## config.mk

```make
export PLATFORM = sky130hd
export DESIGN_NAME = hh_back
export DESIGN_NICKNAME = d
export VERILOG_FILES = /design/src/hw/rtl/hh_pkg.sv /design/src/hw/rtl/hh_back.sv
export VERILOG_INCLUDE_DIRS = /design/src /design/src/hw/rtl
export SDC_FILE = /design/constraint.sdc
export NUM_CORES = 1
export LEC_CHECK = 0
export ABC_AREA = 1
export BUFFER_PORTS_ARGS = -buffer_cell sky130_fd_sc_hd__buf_2
export CAP_MARGIN = 20
export CORE_MARGIN = 2
export CORE_UTILIZATION = 40
export CTS_BUF_LIST = sky130_fd_sc_hd__clkbuf_8
export DETAILED_ROUTE_END_ITERATION = 12
export GPL_ROUTABILITY_DRIVEN = 0
export GPL_TIMING_DRIVEN = 1
export PLACE_DENSITY_LB_ADDON = 0.08
export SYNTH_ARGS = -nofsm -noshare
export SYNTH_HDL_FRONTEND = slang
export SYNTH_SLANG_ARGS = --single-unit
```

## constraint.sdc

```tcl
create_clock -name clk -period 4.3 [get_ports clk]
set_input_delay 0.43 -clock clk [delete_from_list [all_inputs] [get_ports clk]]
set_output_delay 0.43 -clock clk [all_outputs]
set_load 0.005 [all_outputs]
```

## src/hw/rtl/hpack_huffman_string_encoder_core_defines.svh

```systemverilog
// Assertion macros shared by the encoder RTL
`ifndef HPACK_HUFFMAN_STRING_ENCODER_CORE_DEFINES_SVH
`define HPACK_HUFFMAN_STRING_ENCODER_CORE_DEFINES_SVH
// check that a condition implies a consequence in the same cycle
`define HH_ASSERT_IMP(lbl, a, c) \
    lbl: assert property (@(posedge clk) disable iff (!rst_n) (a) |-> (c)) \
        else $error("lbl failed");
// check that a condition implies a consequence in the next cycle
`define HH_ASSERT_NEXT(lbl, a, c) \
    lbl: assert property (@(posedge clk) disable iff (!rst_n) (a) |=> (c)) \
        else $error("lbl failed");
`endif

```

## src/hw/rtl/hh_pkg.sv

```systemverilog
// Package: Huffman code table, queue entry type and constants for the encoder
package hh_pkg;

    localparam int QDepth = 4;
    localparam int QPtrW  = 2;

    typedef struct packed {
        logic [29:0] code;
        logic [4:0]  len;
        logic        last;
    } hh_entry_t;

    function automatic logic [29:0] hh_code(input logic [7:0] s);
        logic [29:0] c;
        begin
            case (s)
            8'd0: c = 30'h1ff8; 8'd1: c = 30'h7fffd8; 8'd2: c = 30'hfffffe2;
            8'd3: c = 30'hfffffe3; 8'd4: c = 30'hfffffe4; 8'd5: c = 30'hfffffe5;
            8'd6: c = 30'hfffffe6; 8'd7: c = 30'hfffffe7; 8'd8: c = 30'hfffffe8;
            8'd9: c = 30'hffffea; 8'd10: c = 30'h3ffffffc; 8'd11: c = 30'hfffffe9;
            8'd12: c = 30'hfffffea; 8'd13: c = 30'h3ffffffd; 8'd14: c = 30'hfffffeb;
            8'd15: c = 30'hfffffec; 8'd16: c = 30'hfffffed; 8'd17: c = 30'hfffffee;
            8'd18: c = 30'hfffffef; 8'd19: c = 30'hffffff0; 8'd20: c = 30'hffffff1;
            8'd21: c = 30'hffffff2; 8'd22: c = 30'h3ffffffe; 8'd23: c = 30'hffffff3;
            8'd24: c = 30'hffffff4; 8'd25: c = 30'hffffff5; 8'd26: c = 30'hffffff6;
            8'd27: c = 30'hffffff7; 8'd28: c = 30'hffffff8; 8'd29: c = 30'hffffff9;
            8'd30: c = 30'hffffffa; 8'd31: c = 30'hffffffb;
            8'd32: c = 30'h14; 8'd33: c = 30'h3f8; 8'd34: c = 30'h3f9; 8'd35: c = 30'hffa;
            8'd36: c = 30'h1ff9; 8'd37: c = 30'h15; 8'd38: c = 30'hf8; 8'd39: c = 30'h7fa;
            8'd40: c = 30'h3fa; 8'd41: c = 30'h3fb; 8'd42: c = 30'hf9; 8'd43: c = 30'h7fb;
            8'd44: c = 30'hfa; 8'd45: c = 30'h16; 8'd46: c = 30'h17; 8'd47: c = 30'h18;
            8'd48: c = 30'h0; 8'd49: c = 30'h1; 8'd50: c = 30'h2; 8'd51: c = 30'h19;
            8'd52: c = 30'h1a; 8'd53: c = 30'h1b; 8'd54: c = 30'h1c; 8'd55: c = 30'h1d;
            8'd56: c = 30'h1e; 8'd57: c = 30'h1f; 8'd58: c = 30'h5c; 8'd59: c = 30'hfb;
            8'd60: c = 30'h7ffc; 8'd61: c = 30'h20; 8'd62: c = 30'hffb; 8'd63: c = 30'h3fc;
            8'd64: c = 30'h1ffa; 8'd65: c = 30'h21; 8'd66: c = 30'h5d; 8'd67: c = 30'h5e;
            8'd68: c = 30'h5f; 8'd69: c = 30'h60; 8'd70: c = 30'h61; 8'd71: c = 30'h62;
            8'd72: c = 30'h63; 8'd73: c = 30'h64; 8'd74: c = 30'h65; 8'd75: c = 30'h66;
            8'd76: c = 30'h67; 8'd77: c = 30'h68; 8'd78: c = 30'h69; 8'd79: c = 30'h6a;
            8'd80: c = 30'h6b; 8'd81: c = 30'h6c; 8'd82: c = 30'h6d; 8'd83: c = 30'h6e;
            8'd84: c = 30'h6f; 8'd85: c = 30'h70; 8'd86: c = 30'h71; 8'd87: c = 30'h72;
            8'd88: c = 30'hfc; 8'd89: c = 30'h73; 8'd90: c = 30'hfd; 8'd91: c = 30'h1ffb;
            8'd92: c = 30'h7fff0; 8'd93: c = 30'h1ffc; 8'd94: c = 30'h3ffc; 8'd95: c = 30'h22;
            8'd96: c = 30'h7ffd; 8'd97: c = 30'h3; 8'd98: c = 30'h23; 8'd99: c = 30'h4;
            8'd100: c = 30'h24; 8'd101: c = 30'h5; 8'd102: c = 30'h25; 8'd103: c = 30'h26;
            8'd104: c = 30'h27; 8'd105: c = 30'h6; 8'd106: c = 30'h74; 8'd107: c = 30'h75;
            8'd108: c = 30'h28; 8'd109: c = 30'h29; 8'd110: c = 30'h2a; 8'd111: c = 30'h7;
            8'd112: c = 30'h2b; 8'd113: c = 30'h76; 8'd114: c = 30'h2c; 8'd115: c = 30'h8;
            8'd116: c = 30'h9; 8'd117: c = 30'h2d; 8'd118: c = 30'h77; 8'd119: c = 30'h78;
            8'd120: c = 30'h79; 8'd121: c = 30'h7a; 8'd122: c = 30'h7b; 8'd123: c = 30'h7ffe;
            8'd124: c = 30'h7fc; 8'd125: c = 30'h3ffd; 8'd126: c = 30'h1ffd;
            8'd127: c = 30'hffffffc;
            8'd128: c = 30'hfffe6; 8'd129: c = 30'h3fffd2; 8'd130: c = 30'hfffe7;
            8'd131: c = 30'hfffe8; 8'd132: c = 30'h3fffd3; 8'd133: c = 30'h3fffd4;
            8'd134: c = 30'h3fffd5; 8'd135: c = 30'h7fffd9; 8'd136: c = 30'h3fffd6;
            8'd137: c = 30'h7fffda; 8'd138: c = 30'h7fffdb; 8'd139: c = 30'h7fffdc;
            8'd140: c = 30'h7fffdd; 8'd141: c = 30'h7fffde; 8'd142: c = 30'hffffeb;
            8'd143: c = 30'h7fffdf; 8'd144: c = 30'hffffec; 8'd145: c = 30'hffffed;
            8'd146: c = 30'h3fffd7; 8'd147: c = 30'h7fffe0; 8'd148: c = 30'hffffee;
            8'd149: c = 30'h7fffe1; 8'd150: c = 30'h7fffe2; 8'd151: c = 30'h7fffe3;
            8'd152: c = 30'h7fffe4; 8'd153: c = 30'h1fffdc; 8'd154: c = 30'h3fffd8;
            8'd155: c = 30'h7fffe5; 8'd156: c = 30'h3fffd9; 8'd157: c = 30'h7fffe6;
            8'd158: c = 30'h7fffe7; 8'd159: c = 30'hffffef; 8'd160: c = 30'h3fffda;
            8'd161: c = 30'h1fffdd; 8'd162: c = 30'hfffe9; 8'd163: c = 30'h3fffdb;
            8'd164: c = 30'h3fffdc; 8'd165: c = 30'h7fffe8; 8'd166: c = 30'h7fffe9;
            8'd167: c = 30'h1fffde; 8'd168: c = 30'h7fffea; 8'd169: c = 30'h3fffdd;
            8'd170: c = 30'h3fffde; 8'd171: c = 30'hfffff0; 8'd172: c = 30'h1fffdf;
            8'd173: c = 30'h3fffdf; 8'd174: c = 30'h7fffeb; 8'd175: c = 30'h7fffec;
            8'd176: c = 30'h1fffe0; 8'd177: c = 30'h1fffe1; 8'd178: c = 30'h3fffe0;
            8'd179: c = 30'h1fffe2; 8'd180: c = 30'h7fffed; 8'd181: c = 30'h3fffe1;
            8'd182: c = 30'h7fffee; 8'd183: c = 30'h7fffef; 8'd184: c = 30'hfffea;
            8'd185: c = 30'h3fffe2; 8'd186: c = 30'h3fffe3; 8'd187: c = 30'h3fffe4;
            8'd188: c = 30'h7ffff0; 8'd189: c = 30'h3fffe5; 8'd190: c = 30'h3fffe6;
            8'd191: c = 30'h7ffff1; 8'd192: c = 30'h3ffffe0; 8'd193: c = 30'h3ffffe1;
            8'd194: c = 30'hfffeb; 8'd195: c = 30'h7fff1; 8'd196: c = 30'h3fffe7;
            8'd197: c = 30'h7ffff2; 8'd198: c = 30'h3fffe8; 8'd199: c = 30'h1ffffec;
            8'd200: c = 30'h3ffffe2; 8'd201: c = 30'h3ffffe3; 8'd202: c = 30'h3ffffe4;
            8'd203: c = 30'h7ffffde; 8'd204: c = 30'h7ffffdf; 8'd205: c = 30'h3ffffe5;
            8'd206: c = 30'hfffff1; 8'd207: c = 30'h1ffffed; 8'd208: c = 30'h7fff2;
            8'd209: c = 30'h1fffe3; 8'd210: c = 30'h3ffffe6; 8'd211: c = 30'h7ffffe0;
            8'd212: c = 30'h7ffffe1; 8'd213: c = 30'h3ffffe7; 8'd214: c = 30'h7ffffe2;
            8'd215: c = 30'hfffff2; 8'd216: c = 30'h1fffe4; 8'd217: c = 30'h1fffe5;
            8'd218: c = 30'h3ffffe8; 8'd219: c = 30'h3ffffe9; 8'd220: c = 30'hffffffd;
            8'd221: c = 30'h7ffffe3; 8'd222: c = 30'h7ffffe4; 8'd223: c = 30'h7ffffe5;
            8'd224: c = 30'hfffec; 8'd225: c = 30'hfffff3; 8'd226: c = 30'hfffed;
            8'd227: c = 30'h1fffe6; 8'd228: c = 30'h3fffe9; 8'd229: c = 30'h1fffe7;
            8'd230: c = 30'h1fffe8; 8'd231: c = 30'h7ffff3; 8'd232: c = 30'h3fffea;
            8'd233: c = 30'h3fffeb; 8'd234: c = 30'h1ffffee; 8'd235: c = 30'h1ffffef;
            8'd236: c = 30'hfffff4; 8'd237: c = 30'hfffff5; 8'd238: c = 30'h3ffffea;
            8'd239: c = 30'h7ffff4; 8'd240: c = 30'h3ffffeb; 8'd241: c = 30'h7ffffe6;
            8'd242: c = 30'h3ffffec; 8'd243: c = 30'h3ffffed; 8'd244: c = 30'h7ffffe7;
            8'd245: c = 30'h7ffffe8; 8'd246: c = 30'h7ffffe9; 8'd247: c = 30'h7ffffea;
            8'd248: c = 30'h7ffffeb; 8'd249: c = 30'hffffffe; 8'd250: c = 30'h7ffffec;
            8'd251: c = 30'h7ffffed; 8'd252: c = 30'h7ffffee; 8'd253: c = 30'h7ffffef;
            8'd254: c = 30'h7fffff0; 8'd255: c = 30'h3ffffee;
            default: c = 30'h0;
            endcase
            return c;
        end
    endfunction

    localparam logic [4:0] HcLen [256] = '{
        5'd13,5'd23,5'd28,5'd28,5'd28,5'd28,5'd28,5'd28,
        5'd28,5'd24,5'd30,5'd28,5'd28,5'd30,5'd28,5'd28,
        5'd28,5'd28,5'd28,5'd28,5'd28,5'd28,5'd30,5'd28,
        5'd28,5'd28,5'd28,5'd28,5'd28,5'd28,5'd28,5'd28,
        5'd6,5'd10,5'd10,5'd12,5'd13,5'd6,5'd8,5'd11,
        5'd10,5'd10,5'd8,5'd11,5'd8,5'd6,5'd6,5'd6,
        5'd5,5'd5,5'd5,5'd6,5'd6,5'd6,5'd6,5'd6,
        5'd6,5'd6,5'd7,5'd8,5'd15,5'd6,5'd12,5'd10,
        5'd13,5'd6,5'd7,5'd7,5'd7,5'd7,5'd7,5'd7,
        5'd7,5'd7,5'd7,5'd7,5'd7,5'd7,5'd7,5'd7,
        5'd7,5'd7,5'd7,5'd7,5'd7,5'd7,5'd7,5'd7,
        5'd8,5'd7,5'd8,5'd13,5'd19,5'd13,5'd14,5'd6,
        5'd15,5'd5,5'd6,5'd5,5'd6,5'd5,5'd6,5'd6,
        5'd6,5'd5,5'd7,5'd7,5'd6,5'd6,5'd6,5'd5,
        5'd6,5'd7,5'd6,5'd5,5'd5,5'd6,5'd7,5'd7,
        5'd7,5'd7,5'd7,5'd15,5'd11,5'd14,5'd13,5'd28,
        5'd20,5'd22,5'd20,5'd20,5'd22,5'd22,5'd22,5'd23,
        5'd22,5'd23,5'd23,5'd23,5'd23,5'd23,5'd24,5'd23,
        5'd24,5'd24,5'd22,5'd23,5'd24,5'd23,5'd23,5'd23,
        5'd23,5'd21,5'd22,5'd23,5'd22,5'd23,5'd23,5'd24,
        5'd22,5'd21,5'd20,5'd22,5'd22,5'd23,5'd23,5'd21,
        5'd23,5'd22,5'd22,5'd24,5'd21,5'd22,5'd23,5'd23,
        5'd21,5'd21,5'd22,5'd21,5'd23,5'd22,5'd23,5'd23,
        5'd20,5'd22,5'd22,5'd22,5'd23,5'd22,5'd22,5'd23,
        5'd26,5'd26,5'd20,5'd19,5'd22,5'd23,5'd22,5'd25,
        5'd26,5'd26,5'd26,5'd27,5'd27,5'd26,5'd24,5'd25,
        5'd19,5'd21,5'd26,5'd27,5'd27,5'd26,5'd27,5'd24,
        5'd21,5'd21,5'd26,5'd26,5'd28,5'd27,5'd27,5'd27,
        5'd20,5'd24,5'd20,5'd21,5'd22,5'd21,5'd21,5'd23,
        5'd22,5'd22,5'd25,5'd25,5'd24,5'd24,5'd26,5'd23,
        5'd26,5'd27,5'd26,5'd26,5'd27,5'd27,5'd27,5'd27,
        5'd27,5'd28,5'd27,5'd27,5'd27,5'd27,5'd27,5'd26
    };

endpackage

```

## src/hw/rtl/hh_back.sv

```systemverilog
// Back end: pack queued codes into bytes, pad and count at string end
module hh_back (
    input  logic             clk,
    input  logic             rst_n,
    input  logic             q_valid,
    output logic             q_ready,
    input  hh_pkg::hh_entry_t q_entry,
    output logic             out_valid,
    input  logic             out_ready,
    output logic [7:0]       out_byte,
    output logic             last_byte,
    output logic [15:0]      total_bytes
);
    import hh_pkg::*;

    // acc holds up to 7 pending bits plus one code of at most 30 bits
    logic [36:0] acc_reg, acc_next;
    logic [5:0]  n_reg, n_next;
    logic        busy_reg, busy_next;
    logic        last_reg, last_next;
    logic [15:0] cnt_reg, cnt_next;
    logic [7:0]  ob_reg, ob_next;
    logic        ol_reg, ol_next;
    logic [15:0] ot_reg, ot_next;
    logic        ov_reg, ov_next;
    logic        slot_free;
    logic        emit;
    logic [7:0]  byte_v;
    logic        final_v;
    logic [15:0] cnt_inc;
    logic [36:0] shifted;
    logic [5:0]  sh;

    assign slot_free = !ov_reg || out_ready;
    assign q_ready   = !busy_reg && slot_free;
    assign cnt_inc   = (cnt_reg == 16'hFFFF) ? cnt_reg : cnt_reg + 16'd1;
    assign sh        = (n_reg >= 6'd8) ? n_reg - 6'd8 : 6'd0;
    assign shifted   = acc_reg >> sh;

    always_comb
    begin
        acc_next  = acc_reg;
        n_next    = n_reg;
        busy_next = busy_reg;
        last_next = last_reg;
        cnt_next  = cnt_reg;
        ob_next   = ob_reg;
        ol_next   = ol_reg;
        ot_next   = ot_reg;
        ov_next   = ov_reg && !out_ready;
        emit      = 1'b0;
        byte_v    = 8'h00;
        final_v   = 1'b0;
        if (busy_reg && slot_free)
        begin
            if (n_reg >= 6'd8)
            begin
                emit    = 1'b1;
                byte_v  = shifted[7:0];
                n_next  = n_reg - 6'd8;
                final_v = last_reg && (n_reg == 6'd8);
            end
            else if (last_reg && n_reg != 6'd0)
            begin
                emit    = 1'b1;
                byte_v  = (acc_reg[7:0] << (6'd8 - n_reg)) | (8'hFF >> n_reg[2:0]);
                n_next  = 6'd0;
                final_v = 1'b1;
            end
            if (emit)
            begin
                ov_next  = 1'b1;
                ob_next  = byte_v;
                ol_next  = final_v;
                ot_next  = final_v ? cnt_inc : 16'd0;
                cnt_next = final_v ? 16'd0 : cnt_inc;
            end
            if (n_next < 6'd8 && !(last_reg && n_next != 6'd0))
            begin
                busy_next = 1'b0;
                if (last_reg)
                begin
                    acc_next = '0;
                    n_next   = 6'd0;
                    // last symbol with no byte: count returns to zero
                    cnt_next = 16'd0;
                end
            end
        end
        else if (q_valid && q_ready)
        begin
            acc_next  = ({30'd0, acc_reg[6:0]} << q_entry.len)
                        | {7'd0, q_entry.code};
            n_next    = n_reg + {1'b0, q_entry.len};
            last_next = q_entry.last;
            busy_next = 1'b1;
        end
    end

    always_ff @(posedge clk or negedge rst_n)
    begin
        if (!rst_n)
        begin
            acc_reg  <= '0;
            n_reg    <= '0;
            busy_reg <= 1'b0;
            last_reg <= 1'b0;
            cnt_reg  <= '0;
            ov_reg   <= 1'b0;
        end
        else
        begin
            acc_reg  <= acc_next;
            n_reg    <= n_next;
            busy_reg <= busy_next;
            last_reg <= last_next;
            cnt_reg  <= cnt_next;
            ov_reg   <= ov_next;
        end
    end

    always_ff @(posedge clk)
    begin
        ob_reg <= ob_next;
        ol_reg <= ol_next;
        ot_reg <= ot_next;
    end

    assign out_valid   = ov_reg;
    assign out_byte    = ob_reg;
    assign last_byte   = ol_reg;
    assign total_bytes = ot_reg;

`include "hpack_huffman_string_encoder_core_defines.svh"
    `HH_ASSERT_IMP(a_idle_short, !busy_reg, n_reg < 6'd8)
    `HH_ASSERT_NEXT(a_hold_out, out_valid && !out_ready, out_valid && $stable(out_byte))
    `HH_ASSERT_IMP(a_total_on_last, out_valid && !last_byte, total_bytes == 16'd0)
endmodule

```

==> reports/results.md <==
| Result | Value | Unit |
|:---|:---|:---|
| Result of the run | completed | - |
| Total global routing track utilization | 25.04 | % |
| Post-Syn Area per Cell | 6.476 | µm² |
| Total half-perimeter wirelength after legalization and detailed placement | 16740 | µm |
| Worst reg2reg startpoint | n_reg[3] | - |
| Port bufs | 66 | - |
| Routed wire per std cell | 16.62 | µm |
| Clock tree from TritonCTS | yes | - |
| Start-to-end type of the worst setup path | reg -> reg | - |
| Syn nets | 1130 | - |
| Fill cell count | 1942 | - |
| Critical Path RT | 4.41 | ns |
| Maximum clock insertion buffer count | 2 | - |
| Endpoint class of the critical path | flop | - |
| Via count | 7249 | - |
| Antenna Violating Nets Remaining | 0 | - |
| Die outline area | 18490 | µm² |
| Min-Delay Path Class | in -> async | - |
| Starting utilization of the core area | 40.57 | % |
| Worst Max-Slew Pin Slew | 0.7598 | ns |
| CTS Buf Count | 9 | - |
| Crit path launch | n_reg[3] | - |
| Worst ir drop on vdd | 0.2632 | mV |
| Largest net degree at the start of global routing | 49 | - |
| Final nets | 1164 | - |
| Setup repair after global routing missed its margin | no | - |
| Post-synth EDFFs | 25 | - |
| Core box area | 17180 | µm² |
| Total number of yosys warnings | 0 | - |
| Height of the chip | 136.0 | µm |
| Max Freq | 340.4 | MHz |
| Share of post-route cells with drive strength above 1 | 10.58 | % |
| Routed wire length | 22280 | µm |
| Number of max-cap violations | 0 | - |
| Number of rows created at floorplan | 48 | - |
| Post-CTS setup buffer count | 0 | - |
| Lkg Pwr | 3.760 | nW |
| Layout area overhead | 8.601 | % |
| Fraction of registers with async set or reset after synthesis | 71.26 | % |
| Commonest cells after routing, fill and taps aside | sky130_fd_sc_hd__nand2_1, sky130_fd_sc_hd__nand3_1, sky130_fd_sc_hd__inv_1 | - |
| Peak fanout along the critical path | 42 | - |
| Ratio of total power to cell area | 798.3 | nW/µm² |
| Distinct cells, synth | 46 | - |
| Detailed-routing iteration count for the pre-antenna-repair pass | 7 | - |
| Cts-stage hold buffer count | 0 | - |
| Final TNS setup | 0 | ns |
| Cell chain of the critical path | inv_2 -> nand2_4 -> nand2_1 -> buf_4 -> nand2_1 -> nand2_1 -> nand2_1 -> nand2_1 -> nand2_1 -> nand3_1 -> nand3_1 -> nand2_1 -> nand2_1 -> nand2_1 -> nand2_1 | - |
| Kind of start point of the critical path | flop | - |
| Cell type with the highest aggregate area in the netlist | sky130_fd_sc_hd__dfrtp_1 | - |
| Fin Clk Skew | 0.02419 | ns |
| Final critical-path required period | 2.938 | ns |
| Relative slew slack | 49.34 | % |
| Number of failing setup endpoints in the final timing report | 0 | - |
| Die Span X | 136.0 | µm |
| Max reg flops | 37 | - |
| Signal arrival time at the worst endpoint | 3.05 | ns |
| Share of the synthesized area in the top cell type | 22.27 | % |
| Sink Count | 87 | - |
| Delay of the slowest cell on the worst path | 0.50 | ns |
| First-pass GRT wire length | 35980 | µm |
| Number of antenna violations at the first check in global routing | 0 | - |
| Number of vias per cell after detailed routing | 5.410 | - |
| Crit path max-delay cell type | sky130_fd_sc_hd__dfrtp_1 | - |
| Register bit count reported by yosys | 87 | - |
| Clock slew at the register clock pins of the worst setup and hold paths | 0.10 | ns |
| Clock latency on the worst-skew pair | 0.38 | ns |
| Post_cts resized | 0 | - |
| Total global routing overflow | 0 | - |
| Dominant cell type by count on the critical path | sky130_fd_sc_hd__nand2_1 | - |
| Total count of hold-check failures in the final report | 0 | - |
| Fraction of the yosys area taken by sequential cells | 33.04 | % |
| Tcrit/Tclk final | 68.33 | % |
| Cell count after synthesis | 1076 | - |
| Inserted Diodes | 0 | - |
| Tightest hold margin | 0.09999 | ns |
| Top area cells in the synthesized netlist | sky130_fd_sc_hd__dfrtp_1, sky130_fd_sc_hd__nand2_1, sky130_fd_sc_hd__nand3_1, sky130_fd_sc_hd__edfxtp_1, sky130_fd_sc_hd__o21ai_0 | - |
| Number of global-route vias before repair | 6710 | - |
| Most frequent standard cell in the layout excluding fill and tap cells | sky130_fd_sc_hd__nand2_1 | - |
| Root Buffer Master | sky130_fd_sc_hd__clkbuf_8 | - |
| Number of violations reported at the end of detailed-routing iteration 0 | 539 | - |
| Max-slew violations | 0 | - |
| Dominant register cell in the synthesized netlist | sky130_fd_sc_hd__dfrtp_1 | - |
| Detailed-route DRC error count | 0 | - |
| Combined area of all synthesized cells | 6968 | µm² |
| Number of H-tree branching levels | 3 | - |
| Ports placed on the boundary | 67 | - |
## layout make-up
type	count	area (µm²)	area share (%)
well taps	225	281.5	3.720
flip-flops and latches	87	2302	30.42
clock buffers	9	123.9	1.637
repair buffers	79	427.9	5.655
clock inverters	7	40.04	0.5291
inverters	96	360.3	4.762
multi-input cells	837	4031	53.27
## worst max-delay path, delay by kind of cell (launching register included)
kind | cells | cell delay (ns)
simple gates | 13 | 1.60
flops | 1 | 0.50
buf+inv | 2 | 0.53
## cells by family (layout without fill, tap and decap cells)
| family | Yosys count | after routing | synth area share (%) |
|---|---|---|---|
| adder cells (fa/ha/maj) | 14 | 14 | 2.622 |
| flip-flops | 87 | 87 | 33.04 |
| AND/OR/NAND/NOR | 647 | 647 | 40.31 |
| buffers and inverters | 152 | 191 | 9.140 |
| XOR/XNOR | 13 | 13 | 1.634 |
| AO/OA/AOI/OAI | 163 | 163 | 13.25 |
## final timing paths
kind / end / slack, ns / depth (start not counted)
worst min register to register: acc_reg[17] / 0.48 / 2
worst min-delay path: acc_reg[3] / 0.1 / 1
min in group clk: acc_reg[29] / 0.27 / 3
max in group asynchronous: last_reg / 3.27 / 2
worst max-delay path: out_byte[0] / 1.36 / 15
worst max register to register: out_byte[0] / 1.36 / 15
## layer usage
metal  GRT usage (%)  vias up  wire (µm)
li1                -     3647          -
met3           3.207       46       1358
met2           39.59      257      10060
met4           10.36        0        815
met5               0        -          0
met1           34.61     3299      10050
## power breakdown
part / switching [W] / internal, W
Sequential: 0.000297 / 0.00122
Clock: 0.000313 / 0.000206
Combinational: 0.00276 / 0.00124
## stage by stage
step                instances  worst slack (ns)  utilization [%]  instance area, µm²  power, W
finish                   1340             1.362            44.06                7567  0.006041
global route             1340             1.012            44.06                7567  0.006678
CTS                      1340             1.381            44.06                7567  0.006016
detailed placement       1324             1.408            43.10                7403  0.005486
global placement         1324             1.437            43.10                7403  0.005515
floorplan                1076             1.218                -                6968  0.004409
## cell usage after synthesis (all sizes together) (4+ instances only)
master,n
nand3,194
a21oi,22
a22oi,15
dfrtp,62
edfxtp,25
o21ai,100
a21o,5
nand2,351
a31oi,7
nor4,4
nor2,72
nor3,5
nand4,10
xor2,10
ha,13
buf,29
or2,5
o22ai,6
inv,94
clkbuf,27
Power figures use the tool's default switching activity.
